--- src/assert_macros.svh ---
// Assertion macros shared by the detector modules.
// No dependencies; each macro checks on the rising edge and is quiet in reset.
`ifndef ASSERT_MACROS_SVH
`define ASSERT_MACROS_SVH

// Condition must hold at every clock edge out of reset
`define MTLP_ASSERT_ALWAYS(lbl, clk, rst_n, cond) \
    lbl: assert property (@(posedge clk) disable iff (!rst_n) (cond)) \
        else $error("assertion failed");

// Antecedent in one cycle implies consequent in the same cycle
`define MTLP_ASSERT_IMPLIES(lbl, clk, rst_n, ante, cons) \
    lbl: assert property (@(posedge clk) disable iff (!rst_n) (ante) |-> (cons)) \
        else $error("assertion failed");

// Antecedent in one cycle implies consequent in the next cycle
`define MTLP_ASSERT_NEXT(lbl, clk, rst_n, ante, cons) \
    lbl: assert property (@(posedge clk) disable iff (!rst_n) (ante) |=> (cons)) \
        else $error("assertion failed");

`endif

--- src/mtlp_pkg.sv ---
// Types, constants and helper functions for the multi-tap / long-press detector.
// No dependencies.
`timescale 1ns / 1ps

package mtlp_pkg;

    localparam int KEY_LEVELS_W = 8;
    localparam int KEY_STATUS_W = 16;
    localparam int TAP_COUNTS_W = 32;
    localparam int CNT_W        = 8;
    localparam int TAP_W        = 4;
    localparam int STATUS_W     = 2;
    localparam int CFG_INDEX_W  = 1;
    localparam int CFG_DATA_W   = 8;

    // Register indexes on the configuration port
    localparam logic [CFG_INDEX_W-1:0] REG_HOLD_THRESHOLD = 1'd0;
    localparam logic [CFG_INDEX_W-1:0] REG_TAP_WINDOW     = 1'd1;

    localparam logic [CNT_W-1:0] HOLD_THRESHOLD_RST = 8'd32;
    localparam logic [CNT_W-1:0] TAP_WINDOW_RST     = 8'd64;

    localparam logic [CNT_W-1:0] CNT_MAX = {CNT_W{1'b1}};
    localparam logic [TAP_W-1:0] TAP_MAX = {TAP_W{1'b1}};

    typedef enum logic [STATUS_W-1:0] {
        PS_RELEASED = 2'd0,
        PS_PRESSED  = 2'd1,
        PS_HELD     = 2'd2
    } press_state_t;

    // Thresholds handed to every lane
    typedef struct packed {
        logic [CNT_W-1:0] hold_threshold;
        logic [CNT_W-1:0] tap_window;
    } mtlp_cfg_t;

    function automatic logic [CNT_W-1:0] sat_inc8(input logic [CNT_W-1:0] v);
        return (v == CNT_MAX) ? CNT_MAX : v + 1'b1;
    endfunction

    function automatic logic [TAP_W-1:0] sat_inc4(input logic [TAP_W-1:0] v);
        return (v == TAP_MAX) ? TAP_MAX : v + 1'b1;
    endfunction

endpackage

--- src/mtlp_lane.sv ---
// One key lane: press state, hold counter, tap counter, gap timer and latch.
// Depends on mtlp_pkg and assert_macros.svh.
`timescale 1ns / 1ps
`include "assert_macros.svh"

module mtlp_lane import mtlp_pkg::*;
(
    input  logic                clk,
    input  logic                rst_n,
    input  logic                update,
    input  logic                down,
    input  mtlp_cfg_t           cfg,
    output press_state_t        status_next,
    output logic [TAP_W-1:0]    taps_next
);

    press_state_t       press_state_reg;
    logic [CNT_W-1:0]   hold_ticks_reg;
    logic [TAP_W-1:0]   tap_count_reg;
    logic [CNT_W-1:0]   gap_ticks_reg;
    logic               press_latched_reg;

    press_state_t       press_state_next;
    logic [CNT_W-1:0]   hold_ticks_next;
    logic [TAP_W-1:0]   tap_count_next;
    logic [CNT_W-1:0]   gap_ticks_next;
    logic               press_latched_next;

    // Tick update: gap timeout first, then press handling, then release
    always_comb
    begin
        logic [CNT_W-1:0] gap_s1;
        logic [TAP_W-1:0] tap_s1;
        logic [CNT_W-1:0] hold_inc;

        gap_s1 = gap_ticks_reg;
        tap_s1 = tap_count_reg;
        if (tap_count_reg != '0)
        begin
            gap_s1 = sat_inc8(gap_ticks_reg);
            if ((gap_s1 > cfg.tap_window) && (press_state_reg == PS_RELEASED))
            begin
                gap_s1 = '0;
                tap_s1 = '0;
            end
        end

        press_state_next   = press_state_reg;
        hold_ticks_next    = hold_ticks_reg;
        tap_count_next     = tap_s1;
        gap_ticks_next     = gap_s1;
        press_latched_next = press_latched_reg;
        hold_inc           = sat_inc8(hold_ticks_reg);

        if (down)
        begin
            press_state_next = PS_PRESSED;
            if (tap_s1 == '0)
            begin
                // first tap of a sequence
                tap_count_next     = {{(TAP_W-1){1'b0}}, 1'b1};
                hold_ticks_next    = '0;
                gap_ticks_next     = '0;
                press_latched_next = 1'b1;
            end
            else
            begin
                if (!press_latched_reg)
                begin
                    tap_count_next     = sat_inc4(tap_s1);
                    gap_ticks_next     = '0;
                    press_latched_next = 1'b1;
                end
                hold_ticks_next = hold_inc;
                if (hold_inc > cfg.hold_threshold)
                begin
                    press_state_next = PS_HELD;
                end
            end
        end
        else if (press_state_reg != PS_RELEASED)
        begin
            press_state_next   = PS_RELEASED;
            hold_ticks_next    = '0;
            press_latched_next = 1'b0;
        end
    end

    // Lane state registers
    always_ff @(posedge clk or negedge rst_n)
    begin
        if (!rst_n)
        begin
            press_state_reg   <= PS_RELEASED;
            hold_ticks_reg    <= '0;
            tap_count_reg     <= '0;
            gap_ticks_reg     <= '0;
            press_latched_reg <= 1'b0;
        end
        else if (update)
        begin
            press_state_reg   <= press_state_next;
            hold_ticks_reg    <= hold_ticks_next;
            tap_count_reg     <= tap_count_next;
            gap_ticks_reg     <= gap_ticks_next;
            press_latched_reg <= press_latched_next;
        end
    end

    assign status_next = press_state_next;
    assign taps_next   = tap_count_next;

    // latch and press state are set and cleared together
    `MTLP_ASSERT_ALWAYS(a_latch_tracks_press, clk, rst_n, press_latched_reg == (press_state_reg != PS_RELEASED))
    // a latched press always has at least one tap pending
    `MTLP_ASSERT_IMPLIES(a_latch_has_tap, clk, rst_n, press_latched_reg, tap_count_reg != '0)
    // held long means the hold counter has moved
    `MTLP_ASSERT_IMPLIES(a_held_has_ticks, clk, rst_n, press_state_reg == PS_HELD, hold_ticks_reg != '0)

endmodule

--- config.mk ---
export PLATFORM = sky130hd
export DESIGN_NAME = mtlp_lane
export DESIGN_NICKNAME = d
export VERILOG_FILES = /design/src/mtlp_pkg.sv /design/src/mtlp_lane.sv
export VERILOG_INCLUDE_DIRS = /design/src /design/src/src
export SDC_FILE = /design/constraint.sdc
export NUM_CORES = 1
export LEC_CHECK = 0
export ABC_AREA = 1
export ABC_CLOCK_PERIOD_IN_PS = 3610
export BUFFER_PORTS_ARGS = -buffer_cell sky130_fd_sc_hd__buf_4
export CAP_MARGIN = 0
export CELL_PAD_IN_SITES_DETAIL_PLACEMENT = 0
export CELL_PAD_IN_SITES_GLOBAL_PLACEMENT = 1
export CORE_ASPECT_RATIO = 1.2
export CORE_MARGIN = 4
export CORE_UTILIZATION = 41
export DETAILED_ROUTE_END_ITERATION = 7
export PLACE_DENSITY_LB_ADDON = 0.1
export SLEW_MARGIN = 10
export SYNTH_ARGS = -nofsm -noshare
export SYNTH_HDL_FRONTEND = slang
export SYNTH_SLANG_ARGS = --single-unit
--- constraint.sdc ---
create_clock -name clk -period 3.61 [get_ports clk]
set_input_delay 0.5415 -clock clk [delete_from_list [all_inputs] [get_ports clk]]
set_output_delay 0.5415 -clock clk [all_outputs]
set_load 0.005 [all_outputs]
After elaboration in Yosys (flattened, before gate mapping)
Index checks and enable logic that the tools add are counted.
Operators by class
  $add $sub $neg: 3
  $lt $le $gt $ge: 2
  equal/unequal tests: 3
  mux-type cells: 22
  reduce and logical (&&, ||, !) cells: 7
Operator list (count)
  $mux W8: 10
  $mux W4: 6
  $add A8 B1 Y8 const B: 2
  $eq A8 B8 Y1 const B: 2
  $gt A8 B8 Y1: 2
  $mux W2: 4
  $add A4 B1 Y4 const B: 1
  $eq A4 B4 Y1 const B: 1
  $logic_not A4 Y1: 1
  $reduce_bool A2 Y1: 2
  $reduce_bool A4 Y1: 1
  $logic_not A2 Y1: 1
  $mux W1: 2
  $reduce_and A2 Y1: 1
  $logic_and A1 B1 Y1: 1
Storage, ports and cells
  register bits: 23
  input bits: 20
  output and inout port bits: 6
  word-level logic and storage cells: 42

Longest topological paths before layout
Gate-level depths: netlist (run 1).
  depth in word-level cells: 11
  depth in mapped cells: 30
  gate-level depth less buffers: 29

Worst setup path before layout (run 1)
OpenSTA, ideal clock, no wires.
  path kind: register to output
  start: register gap_ticks_reg[0]
  end: output taps_next[3]
  arrival: 2.723 ns
  setup slack: 0.346 ns
  cell stages (with the launch flop): 24
  buffers on the path: 1
  cells stage by stage: dfrtp_1 ha_1 nand2_1 inv_2 nand2_2 nor2_4 nand4_4 nand3_1 ha_1 a21o_1 nor2_1 nand2_1 nand2_2 buf_4 nand2_2 inv_1 ha_1 nand2_1 nand3b_1 nand2_1 nand2_1 nand2_1 nand2_1 nand2_1
On the way
  cells in the longest elaborated chain, start to end: 11
  elaborated cells on any way between the ends: 14
RTL lines
  from (decl): RTL line mtlp_lane.sv:20  | logic [CNT_W-1:0] gap_ticks_reg;
  from (signal assigned): RTL line mtlp_lane.sv:105  | gap_ticks_reg <= gap_ticks_next;
  $add A8 B1 Y8 / $eq A8 B8 Y1 (equally long branches): RTL line mtlp_pkg.sv:39  | return (v == CNT_MAX) ? CNT_MAX : v + 1'b1;
  $mux W8 (*): RTL line mtlp_pkg.sv:39
  $gt A8 B8 Y1 (*): RTL line mtlp_lane.sv:41  | if ((gap_s1 > cfg.tap_window) && (press_state_reg == PS_RELEASED))
  $logic_and A1 B1 Y1 (*): RTL line mtlp_lane.sv:41
  $mux W4 (*): RTL line mtlp_lane.sv:41
  $mux W4 (*): RTL line mtlp_lane.sv:38  | if (tap_count_reg != '0)
  $add A4 B1 Y4 / $eq A4 B4 Y1 (equally long branches): RTL line mtlp_pkg.sv:43  | return (v == TAP_MAX) ? TAP_MAX : v + 1'b1;
  $mux W4: RTL line mtlp_pkg.sv:43
  $mux W4: RTL line mtlp_lane.sv:68  | if (!press_latched_reg)
  $mux W4: RTL line mtlp_lane.sv:58  | if (tap_s1 == '0)
  $mux W4 (*): RTL line mtlp_lane.sv:55  | if (down)
  to (decl): RTL line mtlp_lane.sv:14  | output logic [TAP_W-1:0] taps_next
Mark *: on every way between the ends. The rest lies on a longest branch, timed or not.

Worst setup path after layout (run 1)
Same ends and word-level chain as after synthesis.

==> flow_metrics.py, run 1 <==
metrics = {
    "worst_setup_path": {
        "crit_type": "flop to primary output",
        "worstPathRequired_ns": 3.07,
        "r2r_start": "gap_ticks_reg[0]$_DFFE_PN0P_",
        "start_kind": "flop",
        "cpPeakStageDelay_ns": 0.38,
        "crit_start": "gap_ticks_reg[0]$_DFFE_PN0P_",
        "cp_slowest_cell": "dfrtp_1",
        "cp_common_cell": "nand2_1",
        "reg2reg_to": "gap_ticks_reg[6]$_DFFE_PN0P_",
        "arrival_ns": 3.18,
        "crit_path_cell_trace": "buf_4, buf_4, nand3_1, nor3_4, nand2_1, nand2_1, nand3_2, ha_4, a21o_1, nor2_2, nand2_2, nand2_4, nand2_4, inv_4, ha_4, nand2_1, nand3b_1, nand2_1, nand2_1, nand2_1, nand2_1, nand2_2, buf_6",
        "rrSetupSlack_ns": 0.44,
        "path_max_fanout": 4,
        "rr_worst_depth": 22,
        "end_kind": "primary output",
    },
    "synth": {
        "synth-seq-area-share_pct": 28.6,
        "yosys.area_share.simple_pct": 28.8,
        "yosys_warnings": 0,
        "synth_top_family_by_area": "simple AND/OR/NAND/NOR gates",
        "avgSynthCellArea_sq_um": 6.86,
        "synthXorXnorAreaFrac_pct": 0.436,
        "synth.area.mux_share_pct": 0,
        "synth_area_sq_um": 2010,
        "synth-compound-area-share_pct": 17.4,
        "synth-seq-cells": 23,
        "syn_nets": 333,
        "synth_fa_ha_area_share_pct": 12.5,
        "synthDistinctLibCells": 31,
        "syn_inst": 293,
    },
    "layout": {
        "area_delta_synth_final_pct": 29.0,
        "multiInputGateArea_sq_um": 1340,
        "nets": 378,
        "drive_above_1_share_pct": 27.9,
        "fillers": 464,
        "seq_area_sq_um": 576,
        "n_antenna_cell": 0,
    },
    "placement": {
        "hpwlAfterDp_um": 3520,
        "pre_cts_ws_ns": -0.00632,
        "gp_congestion": 0.867,
        "numPortBuffers": 25,
    },
    "clock_tree": {
        "clock_sinks": 23,
        "cts.clk_slew.worst_paths_ns": 0.08,
        "cts_root_buf": "clkbuf_8",
        "cts_tree": "done",
        "cts_buffer_depth": 2,
        "cts_made_buffers": 3,
        "clk_latency_ns": 0.27,
        "postCtsHoldBufs": 0,
        "ctsHtreeMaxLevel": 1,
    },
    "global_routing": {
        "grt_pass1_vias": 1827,
        "antenna_found_initial": 0,
        "grt_overflow": 0,
        "grt_pass1_wl_um": 8100,
        "track_usage_pct": 16.2,
        "grt_max_degree": 25,
    },
    "pwr": {
        "p_comb_share_pct": 61.5,
        "swShare_pct": 44.6,
        "power_leakage_nw": 1.39,
        "p_total_mw": 1.48,
        "switchingPower_uw": 661,
        "intPower_uw": 820,
        "clkPwrFrac_pct": 11.3,
        "seqPwrFrac_pct": 27.3,
        "vdd_ir_drop_max_mv": 0.201,
        "power.density_nw_per_um2": 571,
    },
    "floorplanning": {
        "rows": 27,
        "die_w_um": 71.9,
        "core_area_sq_um": 4660,
        "initial_core_util_pct": 43.1,
        "num_io_pins": 26,
        "dieHeight_um": 84.7,
        "die_area_sq_um": 6090,
    },
    "route": {
        "vias_per_cell": 5.06,
        "drc": 0,
        "vias": 1999,
        "wl_per_cell_um": 12.3,
        "firstDrtPassIters": 4,
        "ant_nets": 0,
        "drt-initial-drc-count": 123,
        "drt-total-wl_um": 4880,
    },
    "sta": {
        "relSlewSlack_pct": 46.8,
        "fin_ws_ns": -0.116,
        "tightest_slew_ns": 0.792,
        "rsz0062_at_grt": "yes",
        "max_freq_mhz": 268,
        "setup_viol": 6,
        "maxSlewViolCount": 0,
        "period_minus_slack_ns": 3.73,
        "finClkSkew_ns": 0.00161,
        "fin_crit_sh_pct": 103,
        "timing.final.hold_violations": 0,
    },
    "job": {
        "cap_violations": 0,
    },
    "outcome": {
        "status": "finished with violations",
        "violations": "negative setup slack",
    },
    "min_path": {
        "hp-class": "input pin to asynchronous set/reset pin",
    },
}
==> Yosys cell counts, drive strengths merged <==
cell     n  area [sq um]
nor4     1          21.3
o21a     1          7.51
nand2   73           282
xor2     1          8.76
clkbuf   1          7.51
nor3     3          20.0
inv     58           218
nor2    22          97.6
ha      20           250
buf      3          20.0
a21oi   25           133
o21ai   32           175
nand3   16          85.1
o31ai    1          7.51
a21boi   1          7.51
or2      1          6.26
nand4    6          52.6
a31oi    2          12.5
a21o     1          7.51
dfrtp   23           576
nand3b   2          15.0
==> layout by cell type (no fill, tap or decap), types with 4 or more instances in the layout <==
| master | synthesis | routed |
|---|---|---|
| a21oi_1 | 23 | 22 |
| inv_1 | 54 | 53 |
| nor2_1 | 20 | 17 |
| nand3_1 | 15 | 12 |
| o21ai_2 | 4 | 6 |
| nand2_2 | 3 | 9 |
| dfrtp_1 | 23 | 23 |
| ha_1 | 20 | 15 |
| o21ai_0 | 22 | 20 |
| nand2_1 | 70 | 60 |
| o21ai_1 | 6 | 5 |
| nand4_1 | 5 | 5 |
| buf_4 | 2 | 42 |
| nand2_4 | 0 | 4 |
==> area by class of cell <==
| class | instances | share of cell area (%) |
|---|---|---|
| well taps | 58 | 2.80 |
| multi-input cells | 208 | 51.6 |
| clock buffers | 4 | 1.74 |
| flip-flops and latches | 23 | 22.2 |
| repair buffers | 44 | 13.0 |
| inverters | 58 | 8.59 |
==> power groups by stage <==
stage / registers (mW) / clock network (mW) / logic (mW)
2_1_floorplan: 0.387 / 0 / 0.513
3_3_place_gp: 0.403 / 0 / 0.690
3_5_place_dp: 0.404 / 0 / 0.685
4_1_cts: 0.396 / 0.172 / 0.795
5_1_grt: 0.414 / 0.181 / 1.04
6_report: 0.404 / 0.167 / 0.910
==> how the worst max path moves through the flow <==
| stage | cells after the start | slack [ns] | to |
|---|---|---|---|
| after detailed placement | 23 | -0.006 | taps_next[3] |
| after global routing | 26 | -0.37 | taps_next[3] |
| after floorplan | 23 | 0.35 | taps_next[3] |
| final | 23 | -0.12 | taps_next[3] |
| after global placement | 23 | 0.08 | taps_next[3] |
| after CTS | 24 | -0.09 | taps_next[3] |
==> cells by family after synthesis <==
| logic type | Yosys count |
|---|---|
| simple gates | 124 |
| xor+xnor | 1 |
| flops | 23 |
| fa+ha+maj | 20 |
| compound gates | 63 |
| buf+inv | 62 |
==> layer usage <==
metal	up-vias	share of wire [%]	global-route usage [%]
li1	1035	-	-
met1	920	44	20.8
met2	37	51	28.0
met3	7	3.0	1.56
met4	0	1.7	5.64
met5	-	0	0
==> what timing repair did <==
item	4_1_cts	5_1_grt
setup buffers	9	8
pin swaps	6	12
gates cloned	0	0
setup endpoints to repair	6	6
resized for setup	18	23
==> critical path: cells and delay by family, from the launching register on <==
family | cells | cell delay [ns]
simple gates | 16 | 1.60
compound gates | 1 | 0.20
flops | 1 | 0.38
buf+inv | 4 | 0.38
fa+ha+maj | 2 | 0.36
==> stage by stage <==
step / TNS, ns / area (sq um) / std cells / hold slack [ns] / util (%)
floorplan: 0 / 2010 / 293 / 0.246 / -
global placement: 0 / 2260 / 374 / 0.462 / 48.4
detailed placement: -0.00632 / 2260 / 374 / 0.463 / 48.4
CTS: -0.175 / 2440 / 387 / 0.167 / 52.3
global route: -2.01 / 2590 / 395 / 0.167 / 55.6
finish: -0.540 / 2590 / 395 / 0.156 / 55.6
(Power assumes the default switching activity.)
==> inputs of run 2 (changes only) <==
BUFFER_PORTS_ARGS = not set   (was -buffer_cell sky130_fd_sc_hd__buf_4)
CORE_UTILIZATION = 45   (was 41)
DONT_BUFFER_PORTS = 1   (was not set)
==> run 2 against run 1 <==
Against the previous run: the flow now finishes without violations; total power is 11% lower; first-iteration DRC count fell by 22%; hold slack improved by 0.20 ns; sequential cell count did not move; final area decreased by 10%; maximum frequency up 4.0%; critical endpoint unchanged; largest cell class unchanged; largest power group unchanged.
==> flow_metrics.py, run 2 (same netlist as run 1, synthesis figures left out) <==
metrics = {
    "placement": {
        "hpwlAfterDp_um": 3260,
        "numPortBuffers": 0,
        "gp_congestion": 0.816,
        "dp.cells": 346,
        "pre_cts_ws_ns": 0.0783,
    },
    "route": {
        "drc": 0,
        "firstDrtPassIters": 4,
        "wl_per_cell_um": 11.9,
        "drt-total-wl_um": 4360,
        "ant_nets": 0,
        "vias": 1839,
        "vias_per_cell": 5.02,
        "drt-initial-drc-count": 96,
    },
    "global_routing": {
        "grt.busiest_layer": "met2",
        "grt_pass1_wl_um": 7380,
        "grt.met1_usage_pct": 18.5,
        "grt_use_met3_pct": 2.48,
        "antenna_found_initial": 0,
        "grt_pass1_vias": 1733,
        "grt_overflow": 0,
        "met2_usage_pct": 29.9,
        "grt_max_degree": 25,
        "track_usage_pct": 15.8,
    },
    "clock_tree": {
        "cts.clk_slew.worst_paths_ns": 0.08,
        "clk_latency_ns": 0.26,
        "cts_made_buffers": 3,
        "cts_root_buf": "clkbuf_8",
        "cts_tree": "done",
        "ctsHtreeMaxLevel": 1,
        "cts_buffer_depth": 2,
        "clock_sinks": 23,
    },
    "sta": {
        "finalSetupTns_ns": 0,
        "rsz0062_at_grt": "yes",
        "whs_ns": 0.358,
        "tightest_slew_ns": 1.03,
        "relSlewSlack_pct": 31.0,
        "fin_crit_sh_pct": 99.3,
        "setup_viol": 0,
        "maxSlewViolCount": 0,
        "fin_ws_ns": 0.0253,
        "finClkSkew_ns": 0.00221,
        "period_minus_slack_ns": 3.58,
        "max_freq_mhz": 279,
        "timing.final.hold_violations": 0,
    },
    "worst_setup_path": {
        "crit_buf_inv": 2,
        "worstPathRequired_ns": 3.07,
        "arrival_ns": 3.04,
        "path_max_fanout": 7,
        "start_kind": "flop",
        "crit_start": "gap_ticks_reg[1]$_DFFE_PN0P_",
        "r2r_start": "gap_ticks_reg[1]$_DFFE_PN0P_",
        "crit_type": "flop to primary output",
        "cp_top_family": "simple AND/OR/NAND/NOR gates",
        "crit_path_cell_trace": "ha_2, nand2_2, inv_2, nand2_4, nor2_4, nand4_4, o21ai_2, ha_1, a21oi_1, nor2_1, nor2_1, nand2_1, nand2_4, nand2_4, inv_4, ha_4, nand2_2, nand3b_1, nand2_1, nand2_1, nand2_1, nand2_1, nand2_2",
        "cp_slowest_cell": "dfrtp_1",
        "cp_common_cell": "nand2_1",
        "end_kind": "primary output",
        "cpPeakStageDelay_ns": 0.38,
    },
    "layout": {
        "final_common_cell": "nand2_1",
        "fin_cells": 366,
        "drive_above_1_share_pct": 17.7,
        "layout_common_cells": "nand2_1, inv_1, a21oi_1, dfrtp_1, o21ai_0",
        "area_delta_synth_final_pct": 16.1,
        "n_antenna_cell": 0,
        "nets": 351,
        "final_util_pct": 54.3,
    },
    "pwr": {
        "vdd_ir_drop_max_mv": 0.285,
        "power_leakage_nw": 1.25,
        "switchingPower_uw": 595,
        "intPower_uw": 722,
        "seqPwrFrac_pct": 30.5,
        "power.density_nw_per_um2": 564,
        "p_comb_share_pct": 57.7,
        "clkPwrFrac_pct": 11.9,
        "swShare_pct": 45.2,
    },
    "floorplanning": {
        "die_w_um": 69,
        "rows": 26,
        "core_area_sq_um": 4290,
        "dieHeight_um": 81.2,
        "initial_core_util_pct": 46.8,
        "num_io_pins": 26,
        "die_area_sq_um": 5600,
    },
    "job": {
        "cap_violations": 0,
    },
    "min_path": {
        "hp-class": "input pin to flop",
        "hp-start": "update",
    },
    "outcome": {
        "status": "finished clean",
    },
}
-- run 2: changes by cell type in the layout (fill, tap and decap cells not counted), sizes merged --
cell	before	now
buf	44	16
dlygate4sd3	0	1
-- run 2: final timing paths --
path | cells after the start | endpoint | slack (ns)
min in group asynchronous | 1 | press_state_reg[1]$_DFFE_PN0P_ | 0.91
hold / removal | 1 | gap_ticks_reg[2]$_DFFE_PN0P_ | 0.36
hold reg to reg | 2 | press_state_reg[0]$_DFFE_PN0P_ | 0.50
max in group asynchronous | 1 | gap_ticks_reg[6]$_DFFE_PN0P_ | 2.08
setup reg to reg | 20 | gap_ticks_reg[5]$_DFFE_PN0P_ | 0.59
setup / recovery | 23 | taps_next[3] | 0.03
-- run 2: routing by layer --
metal / vias to the layer above / wire [um]
met5: - / 0
li1: 983 / -
met1: 822 / 1970
met3: 2 / 133
met2: 32 / 2230
met4: 0 / 25
-- run 2: layout make-up --
cell class | count | area [sq um]
clock buffer | 4 | 45.0
fill | 427 | 1960
inverter | 58 | 223
multi-input combinational | 208 | 1290
sequential | 23 | 576
tap | 56 | 70.1
timing repair buffer | 17 | 130
-- run 2: timing repair --
| action | CTS | global route |
|---|---|---|
| setup buffers | 11 | 4 |
| hold endpoints to repair | 23 | 0 |
| hold buffers | 1 | 0 |
| pin swaps | 10 | 8 |
| endpoints found under the setup margin | 4 | 6 |
| resized for setup | 14 | 13 |
-- run 2: metrics by stage --
stage                     total power [mW]  instance area (sq um)
final                                 1.32                   2330
after global routing                  1.45                   2330
after CTS                             1.28                   2260
after detailed placement              1.01                   2060
after global placement                1.01                   2060
after floorplan                      0.900                   2010
-- run 2: power by group through the flow --
| stage | sequential (mW) | clock (mW) | combinational, mW |
|---|---|---|---|
| 2_1_floorplan | 0.387 | 0 | 0.513 |
| 3_3_place_gp | 0.403 | 0 | 0.612 |
| 3_5_place_dp | 0.404 | 0 | 0.609 |
| 4_1_cts | 0.398 | 0.162 | 0.720 |
| 5_1_grt | 0.412 | 0.175 | 0.864 |
| 6_report | 0.401 | 0.156 | 0.759 |
==> inputs of run 3 (changes only) <==
REMOVE_ABC_BUFFERS = 1   (was not set)
==> run 3 against run 2 <==
Against the previous run: the flow now finishes with violations (negative setup slack); register-to-register slack worse by 0.03 ns; total power grew 3.7%; sequential cell count unchanged; combinational power rose by 5.8%; critical path depth unchanged; via count is 3.6% higher; count of clock-buffer cells in the layout did not move; clock skew grew 0.0051 ns; critical endpoint unchanged.
==> flow_metrics.py, run 3 (same netlist as run 1, synthesis figures left out) <==
metrics = {
    "global_routing": {
        "grt_pass1_vias": 1727,
        "grt_overflow": 0,
        "track_usage_pct": 16.4,
        "grt_pass1_wl_um": 7490,
        "antenna_found_initial": 0,
        "grt_max_degree": 25,
    },
    "route": {
        "vias_per_cell": 5.19,
        "drc": 0,
        "drt-initial-drc-count": 57,
        "drt-total-wl_um": 4630,
        "firstDrtPassIters": 4,
        "ant_nets": 0,
        "vias": 1906,
        "wl_per_cell_um": 12.6,
    },
    "pwr": {
        "power.density_nw_per_um2": 576,
        "p_total_mw": 1.37,
        "power_leakage_nw": 1.24,
        "vdd_ir_drop_max_mv": 0.264,
    },
    "placement": {
        "pre_cts_ws_ns": 0.115,
        "hpwlAfterDp_um": 3380,
        "placed_cell_area_sq_um": 2060,
        "numPortBuffers": 0,
        "gp_congestion": 0.853,
    },
    "layout": {
        "nets": 352,
        "final_common_cell": "nand2_1",
        "layout_common_cells": "nand2_1, inv_1, dfrtp_1, a21oi_1, o21ai_0",
        "seq_area_sq_um": 576,
        "multiInputGateArea_sq_um": 1320,
        "drive_above_1_share_pct": 19.9,
        "final_util_pct": 55.2,
        "fin_area_sq_um": 2370,
        "area_delta_synth_final_pct": 18.1,
        "n_antenna_cell": 0,
        "fillers": 440,
    },
    "floorplanning": {
        "die_w_um": 69,
        "die_area_sq_um": 5600,
        "dieHeight_um": 81.2,
        "initial_core_util_pct": 46.8,
        "num_io_pins": 26,
        "core_area_sq_um": 4290,
        "rows": 26,
    },
    "sta": {
        "fin_ws_ns": -0.00960,
        "tightest_slew_ns": 1.04,
        "timing.final.hold_violations": 0,
        "fin_crit_sh_pct": 100,
        "period_minus_slack_ns": 3.62,
        "whs_ns": 0.344,
        "setup_viol": 1,
        "rsz0062_at_grt": "yes",
        "maxSlewViolCount": 0,
        "max_freq_mhz": 276,
        "finClkSkew_ns": 0.00727,
        "relSlewSlack_pct": 30.8,
    },
    "clock_tree": {
        "cts_made_buffers": 3,
        "ctsHtreeMaxLevel": 1,
        "cts.clk_slew.worst_paths_ns": 0.09,
        "cts_tree": "done",
        "clock_sinks": 23,
        "clk_latency_ns": 0.27,
        "cts_buffer_depth": 2,
        "cts_root_buf": "clkbuf_8",
    },
    "outcome": {
        "status": "finished with violations",
        "violations": "negative setup slack",
    },
    "worst_setup_path": {
        "start_kind": "flop",
        "end_kind": "primary output",
        "path_max_fanout": 7,
        "arrival_ns": 3.08,
        "worstPathRequired_ns": 3.07,
        "crit_type": "flop to primary output",
    },
    "min_path": {
        "hp-class": "input pin to flop",
    },
    "job": {
        "cap_violations": 0,
    },
}
## run 3: area by class of cell
| cell class | count | share of cell area (%) |
|---|---|---|
| clock buffers | 4 | 1.90 |
| multi-input cells | 208 | 55.8 |
| inverters | 58 | 9.28 |
| repair buffers | 18 | 5.80 |
| well taps | 56 | 2.95 |
| flip-flops and latches | 23 | 24.3 |
## run 3: metrics by stage
stage | TNS [ns] | instances
2_1_floorplan | 0 | 289
3_3_place_gp | 0 | 346
3_5_place_dp | 0 | 346
4_1_cts | -0.0507 | 363
5_1_grt | -0.796 | 367
6_report | -0.00960 | 367
## run 3: worst max-delay path, cell delays in order (launching register included)
cell	delay, ns
dfrtp_1	0.38
ha_2	0.18
nand2_1	0.06
inv_2	0.06
nand2_2	0.06
nor2_4	0.14
nand4_4	0.17
o21ai_2	0.12
ha_1	0.27
a21oi_2	0.12
nor2_1	0.05
nor2_1	0.10
nand2_1	0.10
nand2_4	0.12
nand2_4	0.07
inv_4	0.07
ha_4	0.14
nand2_1	0.04
nand3b_1	0.21
nand2_1	0.10
nand2_1	0.05
nand2_1	0.06
nand2_1	0.05
nand2_2	0.08
## run 3: what timing repair did
action	in CTS	in global routing
endpoints found under the hold margin	23	0
setup endpoints to repair	4	6
pin swaps	13	13
setup buffers	12	4
resized for setup	19	12
hold buffers	1	0
## run 3: worst paths after layout
check | start | to | slack (ns) | cells after the start
max in group asynchronous | rst_n | gap_ticks_reg[4]$_DFFE_PN0P_ | 2.08 | 1
min | update | gap_ticks_reg[0]$_DFFE_PN0P_ | 0.34 | 1
max reg2reg | gap_ticks_reg[1]$_DFFE_PN0P_ | tap_count_reg[2]$_DFFE_PN0P_ | 0.56 | 20
max | gap_ticks_reg[1]$_DFFE_PN0P_ | taps_next[3] | -0.01 | 23
min reg2reg | press_state_reg[1]$_DFFE_PN0P_ | press_state_reg[1]$_DFFE_PN0P_ | 0.49 | 2
min in group asynchronous | rst_n | press_state_reg[1]$_DFFE_PN0P_ | 0.90 | 1
## run 3: power by group
part / switching (mW) / internal [mW] / leakage [nW] / total (mW)
Sequential: 0.0794 / 0.321 / 0.304 / 0.400
Combinational: 0.461 / 0.342 / 0.915 / 0.803
Clock: 0.0838 / 0.0789 / 0.0228 / 0.163
Total: 0.624 / 0.742 / 1.24 / 1.37
## run 3: metal layers
layer	routed length (um)	track usage, %
met1	1970	18.5
met2	2420	31.7
met5	0	0
met3	148	1.49
met4	89	6.45
